### src/hw/rtl/tlcl_pkg.sv
// shared types and constants for the two-level catalogue lookup core
package tlcl_pkg;

    // stream payload widths
    localparam int S_TDATA_W = 144;
    localparam int M_TDATA_W = 32;

    // field widths fixed by the item format
    localparam int INDEX_W = 10;
    localparam int KEY_W   = 32;
    localparam int REF_W   = 32;
    localparam int COUNT_W = 10;

    // s_tuser codes
    localparam logic OP_WRITE = 1'b0;
    localparam logic OP_QUERY = 1'b1;

    // table read address source
    typedef enum logic {
        RD_PROBE,
        RD_NEXT
    } rd_sel_t;

    // controller to datapath commands
    typedef struct packed {
        logic    tbl_wr;
        logic    load_query;
        logic    rd_en;
        rd_sel_t rd_sel;
        logic    step;
        logic    cap_first;
        logic    msg_init;
        logic    res_hit;
        logic    res_miss;
        logic    out_load;
    } cmd_t;

    // datapath to controller status
    typedef struct packed {
        logic range_empty;
        logic key_eq;
        logic next_ok;
        logic run_ok;
    } status_t;

endpackage

### src/hw/rtl/tlcl_ctrl.sv
// controller state machine sequencing the set and message searches
module tlcl_ctrl (
    input  logic              aclk,
    input  logic              aresetn,
    input  logic              s_tvalid,
    input  logic              s_op,
    output logic              s_tready,
    output logic              m_tvalid,
    input  logic              m_tready,
    output tlcl_pkg::cmd_t    cmd,
    input  tlcl_pkg::status_t status
);

    typedef enum logic [2:0] {
        ST_IDLE,
        ST_SET_PROBE,
        ST_SET_CMP,
        ST_CHECK,
        ST_MSG_PROBE,
        ST_MSG_CMP,
        ST_DONE
    } state_t;

    state_t state_reg, state_next;
    logic   m_tvalid_reg, m_tvalid_next;
    logic   accept;
    logic   out_free;

    assign s_tready = (state_reg == ST_IDLE);
    assign accept   = s_tvalid && s_tready;
    assign out_free = !m_tvalid_reg || m_tready;
    assign m_tvalid = m_tvalid_reg;

    // next state and commands
    always_comb begin
        state_next = state_reg;
        cmd        = '0;
        cmd.rd_sel = tlcl_pkg::RD_PROBE;
        unique case (state_reg)
            ST_IDLE: begin
                if (accept) begin
                    if (s_op == tlcl_pkg::OP_WRITE) begin
                        cmd.tbl_wr = 1'b1;
                    end else begin
                        cmd.load_query = 1'b1;
                        state_next     = ST_SET_PROBE;
                    end
                end
            end
            ST_SET_PROBE: begin
                if (status.range_empty) begin
                    cmd.res_miss = 1'b1;
                    state_next   = ST_DONE;
                end else begin
                    cmd.rd_en  = 1'b1;
                    state_next = ST_SET_CMP;
                end
            end
            ST_SET_CMP: begin
                if (status.key_eq) begin
                    if (status.next_ok) begin
                        // ref of the hit entry is on hand; fetch the bounding entry
                        cmd.cap_first = 1'b1;
                        cmd.rd_en     = 1'b1;
                        cmd.rd_sel    = tlcl_pkg::RD_NEXT;
                        state_next    = ST_CHECK;
                    end else begin
                        cmd.res_miss = 1'b1;
                        state_next   = ST_DONE;
                    end
                end else begin
                    cmd.step   = 1'b1;
                    state_next = ST_SET_PROBE;
                end
            end
            ST_CHECK: begin
                if (status.run_ok) begin
                    cmd.msg_init = 1'b1;
                    state_next   = ST_MSG_PROBE;
                end else begin
                    cmd.res_miss = 1'b1;
                    state_next   = ST_DONE;
                end
            end
            ST_MSG_PROBE: begin
                if (status.range_empty) begin
                    cmd.res_miss = 1'b1;
                    state_next   = ST_DONE;
                end else begin
                    cmd.rd_en  = 1'b1;
                    state_next = ST_MSG_CMP;
                end
            end
            ST_MSG_CMP: begin
                if (status.key_eq) begin
                    cmd.res_hit = 1'b1;
                    state_next  = ST_DONE;
                end else begin
                    cmd.step   = 1'b1;
                    state_next = ST_MSG_PROBE;
                end
            end
            ST_DONE: begin
                if (out_free) begin
                    cmd.out_load = 1'b1;
                    state_next   = ST_IDLE;
                end
            end
            default: begin
                state_next = ST_IDLE;
            end
        endcase
    end

    // output valid flag
    always_comb begin
        m_tvalid_next = m_tvalid_reg;
        if (cmd.out_load) begin
            m_tvalid_next = 1'b1;
        end else if (m_tready) begin
            m_tvalid_next = 1'b0;
        end
    end

    // state and registered outputs
    always_ff @(posedge aclk) begin
        if (!aresetn) begin
            state_reg    <= ST_IDLE;
            m_tvalid_reg <= 1'b0;
        end else begin
            state_reg    <= state_next;
            m_tvalid_reg <= m_tvalid_next;
        end
    end

endmodule

### config.mk
export PLATFORM = sky130hd
export DESIGN_NAME = tlcl_ctrl
export DESIGN_NICKNAME = d
export VERILOG_FILES = /design/src/hw/rtl/tlcl_pkg.sv /design/src/hw/rtl/tlcl_ctrl.sv
export SDC_FILE = /design/constraint.sdc
export NUM_CORES = 1
export LEC_CHECK = 0
export BUFFER_PORTS_ARGS = -buffer_cell sky130_fd_sc_hd__buf_4
export CORE_AREA = 2 2 39 41
export CTS_CLUSTER_SIZE = 14
export DETAILED_ROUTE_END_ITERATION = 7
export DIE_AREA = 0 0 41 43
export PLACE_DENSITY_LB_ADDON = 0.08
export SETUP_SLACK_MARGIN = 0.5
export SLEW_MARGIN = 15
export SYNTH_ARGS = -nofsm -noshare
export SYNTH_HDL_FRONTEND = slang
export SYNTH_SLANG_ARGS = --single-unit
### constraint.sdc
create_clock -name aclk -period 1.1 [get_ports aclk]
set_input_delay 0.22 -clock aclk [delete_from_list [all_inputs] [get_ports aclk]]
set_output_delay 0.22 -clock aclk [all_outputs]
set_load 0.02 [all_outputs]
==> results of run 1 <==
[worst max-delay path, cell delays in order (launching register included)]
cell and delay (ns):
dfxtp_4 0.37, buf_4 0.16, nand4b_1 0.10, o21ai_1 0.08, o21a_2 0.21, buf_4 0.15
[metrics by stage]
step           utilization  setup slack [ns]  hold WS (ns)  instances
2_1_floorplan            -            -0.161         0.381         51
3_3_place_gp         0.507            -0.247         0.501         97
3_5_place_dp         0.507            -0.266         0.502         97
4_1_cts              0.611            -0.418         0.261        106
5_1_grt              0.622            -0.485         0.322        106
6_report             0.622            -0.438         0.278        106
[power by group through the flow]
stage	clock, mW	combinational [mW]	sequential (mW)
after detailed placement	0	1.22	0.348
final	0.196	1.59	0.356
after CTS	0.196	1.54	0.353
after floorplan	0	0.845	0.264
after global placement	0	1.22	0.351
after global routing	0.206	1.70	0.370
[routing by layer]
layer / GRT usage / vias to the layer above
li1: - / 262
met1: 0.222 / 228
met2: 0.244 / 14
met3: 0 / 2
met4: 0.100 / 0
met5: 0 / -
[worst max-delay path by stage]
stage                         to  slack, ns  depth (start not counted)
final                     cmd[7]      -0.44                          5
after global routing      cmd[7]      -0.49                          5
after CTS                 cmd[8]      -0.42                          4
after detailed placement  cmd[1]      -0.27                          4
after global placement    cmd[1]      -0.25                          4
after floorplan           cmd[9]      -0.16                          4
[placed cells by master, fill, tap and decap left out, types with 2 or more instances in the layout]
cell      count
nand2_1       2
and3_4        5
a21oi_1       2
nand2b_1      3
o21ai_1       4
dfxtp_4       4
clkbuf_4      3
nand2_2       2
buf_4        27
buf_6        14
[area by class of cell]
class	count	area share
Clock buffer	3	0.0262
Tap cell	16	0.0233
Sequential cell	4	0.110
Multi-Input combinational cell	40	0.413
Timing Repair Buffer	41	0.419
Inverter	2	0.00872
[kinds of logic after synthesis]
logic type | Yosys count | synth area share
flip-flops | 4 | 0.203
AO/OA/AOI/OAI | 15 | 0.253
buffers and inverters | 7 | 0.127
AND/OR/NAND/NOR | 25 | 0.418
[repair_timing]
action / CTS / global route
pin swaps: 5 / 3
hold endpoints to repair: 0 / 0
buffers inserted: 6 / 0
gates resized for setup: 22 / 3
endpoints found under the setup margin: 16 / 16
==> flow_summary.yaml, run 1 <==
grt:
  grt_pass1_wl_mm: 1.96
  grt-ovfl-total: 0
  track_usage: 0.163
  grt_max_degree: 12
  first_global_vias: 485
  antenna_found_initial: 0
worst_setup_path:
  worstSetupEndpointType: "output port"
  worstReg2RegEnd: "state_reg[1]$_SDFFE_PN0P_"
  ff2ff_setup_slack_ns: -0.19
  arrival_ns: 1.32
  r2r-start: "state_reg[0]$_SDFFE_PN0P_"
  path_max_fanout: 8
  worstSetupStartpointType: "register"
  path_class: "register to output port"
  required_ns: 0.88
  reg2reg_depth: 6
  cp-startpoint: "state_reg[1]$_SDFFE_PN0P_"
clocking:
  numCtsBuffers: 3
  cts_htree_levels: 1
  cts_hold_buf: 0
  cts_tree: "yes"
  clkLatencyLatePin_ns: 0.25
  clk_pin_slew_ns: 0.04
  root_buffer: "clkbuf_4"
  clock_sinks: 4
  clockBufferDepth: 2
logic_synthesis:
  synth_cells: 51
  synth_area_per_cell_um2: 7.75
  synth-edff-count: 0
  synthTopCellsByCount: "and3_1 (4), dfxtp_1 (4), nand2_1 (4)"
  synthFlopType: "dfxtp_1"
  synthTopCellsByArea: "dfxtp_1 (20%), and3_1 (6.3%), buf_6 (5.7%)"
  synth_nets: 60
  synth_top_area_cell: "dfxtp_1"
  synth.top_cell.area_share: 0.203
  synthArstFlopShare: 0
  yosysWarningCount: 0
  ys_ff_latch: 4
  synth_cell_types: 31
  synth_area_um2: 395
  ys_seq_area_frac: 0.203
routing:
  wl_per_cell_um: 11.9
  ant_nets: 0
  wl_met2_um: 648
  highest_layer: "met4"
  drt_pass1_iterations: 4
  m1WireLength_um: 547
  wl_met3_um: 47
  drt_iter0_markers: 1
  avgViaCountPerCell: 4.77
  dr_total_vias: 506
  drc: 0
  wl_mm: 1.27
sta:
  rsz0062_at_grt: "true"
  finalSetupViolCount: 14
  slew_violations: 0
  worst_pin_slew_ns: 0.201
  final.setup_skew_ns: 0.00552
  finalCritPeriodShare: 1.40
  setup_tns_ns: -4.24
  hold_violations: 0
  timing.fmax_mhz: 650
  slew-limit-headroom: 0.865
  fin_crit_ns: 1.54
  fin_ws_ns: -0.438
pwr:
  clkPwrFrac: 0.091
  p_per_area_mw_per_mm2: 2490
  seqPwrFrac: 0.166
  switchingPower_mw: 0.881
  power.static_leakage_nw: 0.402
  p_int_mw: 1.26
  worst_ir_drop_vdd_mv: 1.77
  comb_power_share: 0.742
  switching_share: 0.411
  power.total_mw: 2.14
layout:
  num_antenna_cells: 0
  multi_input_area_um2: 355
  nNetsFinal: 101
  largest_register_ffs: 3
  register_area_um2: 95.1
  drive_gt1_frac: 0.778
  nFillCells: 117
  area_growth_syn_to_layout_pct: 118
  final_cell_area_um2: 861
die:
  coreArea_mm2: 0.00138
  design.die.area_mm2: 0.00176
  dieWidth_um: 41
  start_util: 0.286
  std_cell_rows: 14
  die_h_um: 43
  io_pins: 21
hold_path:
  hp-class: "input port to register"
  min_to: "m_tvalid$_SDFFE_PN0P_"
  hold-path-cell-count: 3
  min_from: "aresetn"
placed_design:
  dpl-instance-area_um2: 702
  hpwl_um: 863
  gp_congestion: 0.775
  port_buffers: 20
run_status:
  status: "finished, violations left"
  violations: "setup timing"
job:
  drv_cap: 0
Note: power is estimated with default switching activity, not from simulation.
==> run 2: changes to the inputs <==
--- a/config.mk
+++ b/config.mk
@@ -10,7 +10,7 @@
 export CTS_CLUSTER_SIZE = 14
 export DETAILED_ROUTE_END_ITERATION = 7
 export DIE_AREA = 0 0 41 43
-export PLACE_DENSITY_LB_ADDON = 0.08
+export PLACE_DENSITY = 0.58
 export SETUP_SLACK_MARGIN = 0.5
 export SLEW_MARGIN = 15
 export SYNTH_ARGS = -nofsm -noshare
==> flow_summary.yaml, run 2 (synthesis results as in run 1) <==
run_status:
  status: "finished, violations left"
  violations: "setup timing"
worst_setup_path:
  path_max_fanout: 6
  worstSetupStartpointType: "register"
  worstReg2RegEnd: "state_reg[2]$_SDFFE_PN0P_"
  ff2ff_setup_slack_ns: -0.14
  worstSetupEndpointType: "output port"
  path_class: "register to output port"
  required_ns: 0.88
  arrival_ns: 1.25
  r2r-start: "state_reg[0]$_SDFFE_PN0P_"
  reg2reg_depth: 5
placed_design:
  hpwl_um: 852
  gp_congestion: 0.775
  placed_cells: 97
  port_buffers: 20
routing:
  drt_pass1_iterations: 2
  dr_total_vias: 517
  ant_nets: 0
  drt_iter0_markers: 5
  wl_per_cell_um: 11.2
  avgViaCountPerCell: 4.74
  drc: 0
  wl_mm: 1.22
die:
  start_util: 0.286
  dieWidth_um: 41
  design.die.area_mm2: 0.00176
  coreArea_mm2: 0.00138
  io_pins: 21
  die_h_um: 43
  std_cell_rows: 14
layout:
  largest_register_ffs: 3
  layout_commonest_cell: "buf_4"
  drive_gt1_frac: 0.796
  final-instance-count-excl-fill: 109
  layout_common_cells: "buf_4 (24), buf_6 (20), and3_4 (4), dfxtp_4 (4)"
  area_growth_syn_to_layout_pct: 131
  nNetsFinal: 104
  num_antenna_cells: 0
  utilization: 0.660
sta:
  finalSetupViolCount: 15
  fin_crit_ns: 1.47
  timing.fmax_mhz: 679
  worst_pin_slew_ns: 0.189
  hold_violations: 0
  slew_violations: 0
  finalCritPeriodShare: 1.34
  fin_ws_ns: -0.373
  slew-limit-headroom: 0.874
  final.setup_skew_ns: 0.000649
  rsz0062_at_grt: "true"
hold_path:
  hp-class: "input port to register"
  min_from: "aresetn"
  min_to: "m_tvalid$_SDFFE_PN0P_"
  hold-path-cell-count: 3
clocking:
  clockBufferDepth: 2
  clock_sinks: 4
  root_buffer: "clkbuf_4"
  numCtsBuffers: 3
  cts_htree_levels: 1
  cts_tree: "yes"
  clkLatencyLatePin_ns: 0.23
  clk_pin_slew_ns: 0.04
pwr:
  power.static_leakage_nw: 0.432
  worst_ir_drop_vdd_mv: 1.15
  p_per_area_mw_per_mm2: 2460
grt:
  track_usage: 0.164
  grt_max_degree: 9
  grt-ovfl-total: 0
  antenna_found_initial: 0
  grt_pass1_wl_mm: 2.01
  first_global_vias: 507
job:
  drv_cap: 0
## run 2: cell types whose count changed in the layout (fill, tap and decap cells not counted), sizes merged
| cell | previous run | this run |
|---|---|---|
| buf | 41 | 44 |
## run 2: final cells by class
| type | count | area [um2] |
|---|---|---|
| multi-input combinational | 40 | 363 |
| tap | 16 | 20.0 |
| sequential | 4 | 95.1 |
| timing repair buffer | 44 | 405 |
| fill | 117 | 470 |
| inverter | 2 | 7.51 |
| clock buffer | 3 | 22.5 |
## run 2: metal layers
layer | GRT usage | vias to the layer above | share of wire
met4 | 0.0800 | 0 | 0
li1 | - | 270 | -
met2 | 0.234 | 12 | 0.49
met3 | 0.0366 | 0 | 0.048
met5 | 0 | - | 0
met1 | 0.222 | 235 | 0.46
## run 2: through the flow
| step | TNS (ns) | instance area (um2) | worst slack [ns] | power [mW] | hold slack [ns] |
|---|---|---|---|---|---|
| 4_1_cts | -4.00 | 830 | -0.408 | 1.99 | 0.295 |
| 6_report | -3.70 | 913 | -0.373 | 2.24 | 0.299 |
| 5_1_grt | -4.50 | 913 | -0.424 | 2.39 | 0.328 |
| 3_3_place_gp | -1.91 | 702 | -0.202 | 1.56 | 0.510 |
| 2_1_floorplan | -0.426 | 475 | -0.161 | 1.11 | 0.381 |
| 3_5_place_dp | -1.80 | 702 | -0.198 | 1.56 | 0.526 |
## run 2: power by group
group / total [mW] / internal (mW) / switching, mW
sequential: 0.350 / 0.229 / 0.120
clock: 0.178 / 0.122 / 0.0559
combinational: 1.72 / 0.996 / 0.720
## run 2: worst max path at each step
stage                                    from  endpoint  slack (ns)  depth (start not counted)
floorplan           state_reg[1]$_SDFFE_PN0P_    cmd[9]       -0.16                          4
global placement    state_reg[1]$_SDFFE_PN0P_    cmd[9]       -0.20                          5
detailed placement  state_reg[1]$_SDFFE_PN0P_    cmd[7]       -0.20                          5
CTS                 state_reg[0]$_SDFFE_PN0P_    cmd[1]       -0.41                          4
global route        state_reg[0]$_SDFFE_PN0P_    cmd[1]       -0.42                          5
finish              state_reg[0]$_SDFFE_PN0P_    cmd[1]       -0.37                          4
## run 2: critical path: stages, from the launching register on
cell     delay [ns]
dfxtp_4        0.38
and2b_2        0.24
a22oi_2        0.20
o21ai_2        0.07
buf_6          0.13
## run 2: timing repair
action	in CTS	in global routing
pin swaps	7	7
hold buffers	0	0
setup endpoints to repair	16	16
buffers inserted	6	3
gates resized for setup	18	16
==> run 3: changes to the inputs <==
--- a/config.mk
+++ b/config.mk
@@ -11,6 +11,7 @@
 export DETAILED_ROUTE_END_ITERATION = 7
 export DIE_AREA = 0 0 41 43
 export PLACE_DENSITY = 0.58
+export REMOVE_ABC_BUFFERS = 1
 export SETUP_SLACK_MARGIN = 0.5
 export SLEW_MARGIN = 15
 export SYNTH_ARGS = -nofsm -noshare
==> flow_summary.yaml, run 3 (synthesis results as in run 1) <==
routing:
  dr_total_vias: 524
  drt_iter0_markers: 6
  ant_nets: 0
  drt_pass1_iterations: 4
  drc: 0
  wl_mm: 1.18
  avgViaCountPerCell: 4.94
  wl_per_cell_um: 11.1
sta:
  slew-limit-headroom: 0.859
  slew_violations: 0
  finalSetupViolCount: 13
  worst_pin_slew_ns: 0.210
  timing.fmax_mhz: 655
  hold_violations: 0
  final.setup_skew_ns: 0.00325
  fin_ws_ns: -0.427
  finalCritPeriodShare: 1.39
  rsz0062_at_grt: "true"
  fin_crit_ns: 1.53
  setup_tns_ns: -3.77
die:
  die_h_um: 43
  dieWidth_um: 41
  std_cell_rows: 14
  design.die.area_mm2: 0.00176
  start_util: 0.286
  io_pins: 21
  coreArea_mm2: 0.00138
layout:
  nFillCells: 119
  num_antenna_cells: 0
  largest_register_ffs: 3
  layout_commonest_cell: "buf_4"
  area_growth_syn_to_layout_pct: 115
  final-instance-count-excl-fill: 106
  layout_common_cells: "buf_4 (24), buf_6 (17), and3_4 (4)"
  drive_gt1_frac: 0.722
  nNetsFinal: 101
worst_setup_path:
  required_ns: 0.88
  arrival_ns: 1.31
  cp-startpoint: "state_reg[0]$_SDFFE_PN0P_"
  crit_slowest_cell: "dfxtp_4"
  r2r-start: "state_reg[0]$_SDFFE_PN0P_"
  ff2ff_setup_slack_ns: -0.07
  worstSetupStartpointType: "register"
  worstPathCellList: "buf_6 -> nand2_4 -> o32a_1 -> o21ai_1 -> buf_4"
  crit_path_max_incr_delay_ns: 0.36
  worstSetupEndpointType: "output port"
  reg2reg_depth: 6
  path_max_fanout: 4
  worstReg2RegEnd: "state_reg[1]$_SDFFE_PN0P_"
  path_class: "register to output port"
  cp-endpoint: "cmd[1]"
grt:
  first_global_vias: 463
  antenna_found_initial: 0
  grt-ovfl-total: 0
  grt_max_degree: 10
  track_usage: 0.149
  grt_pass1_wl_mm: 1.88
clocking:
  numCtsBuffers: 3
  clockBufferDepth: 2
  root_buffer: "clkbuf_4"
  cts_tree: "yes"
  clk_pin_slew_ns: 0.04
  clock_sinks: 4
  clkLatencyLatePin_ns: 0.23
  cts_htree_levels: 1
pwr:
  power.static_leakage_nw: 0.413
  worst_ir_drop_vdd_mv: 1.27
  p_per_area_mw_per_mm2: 2520
placed_design:
  hpwl_um: 830
  pre_cts_ws_ns: -0.285
  port_buffers: 20
  placed_cells: 96
  gp_congestion: 0.839
run_status:
  status: "finished, violations left"
  violations: "setup timing"
job:
  drv_cap: 0
hold_path:
  hp-class: "input port to register"
-- run 3: final cells by class --
class / instances / area, um2 / area share
Timing Repair Buffer: 41 / 372 / 0.437
Multi-Input combinational cell: 40 / 337 / 0.396
Sequential cell: 4 / 92.6 / 0.109
Clock buffer: 3 / 22.5 / 0.0265
Tap cell: 16 / 20.0 / 0.0235
Inverter: 2 / 7.51 / 0.00882
-- run 3: worst min-delay path by stage --
stage                       start               endpoint  depth (start not counted)
after CTS                 aresetn  m_tvalid$_SDFFE_PN0P_                          3
after global placement    aresetn  m_tvalid$_SDFFE_PN0P_                          3
after global routing      aresetn  m_tvalid$_SDFFE_PN0P_                          3
final                     aresetn  m_tvalid$_SDFFE_PN0P_                          3
after floorplan           aresetn  m_tvalid$_SDFFE_PN0P_                          2
after detailed placement  aresetn  m_tvalid$_SDFFE_PN0P_                          3
-- run 3: power by group --
| group | internal (mW) | switching (mW) |
|---|---|---|
| logic | 0.951 | 0.675 |
| clock network | 0.122 | 0.0550 |
| registers | 0.230 | 0.108 |
| total | 1.30 | 0.838 |
-- run 3: critical path, delay by kind of cell (launching register included) --
family                 cells  cell delay (ns)
buffers and inverters      2             0.27
AO/OA/AOI/OAI              2             0.40
AND/OR/NAND/NOR            1             0.04
flip-flops                 1             0.36
-- run 3: what timing repair did --
action                                  4_1_cts  5_1_grt
pin swaps                                     7        7
hold buffers                                  0        0
resized for setup                            28       13
endpoints found under the setup margin       16       16
buffers inserted                              3        4
-- run 3: through the flow --
| stage | util | power (mW) | area (um2) | hold WS, ns |
|---|---|---|---|---|
| 2_1_floorplan | - | 0.846 | 353 | 0.391 |
| 3_3_place_gp | 0.454 | 1.44 | 628 | 0.509 |
| 3_5_place_dp | 0.454 | 1.43 | 628 | 0.523 |
| 4_1_cts | 0.554 | 1.92 | 767 | 0.275 |
| 5_1_grt | 0.615 | 2.28 | 851 | 0.293 |
| 6_report | 0.615 | 2.14 | 851 | 0.283 |
-- run 3: metal layers --
layer	part of all wire	up-vias	GRT usage
met4	0	0	0.0600
met1	0.40	245	0.183
met3	0.050	0	0.0419
met2	0.55	17	0.234
li1	-	262	-
met5	0	-	0
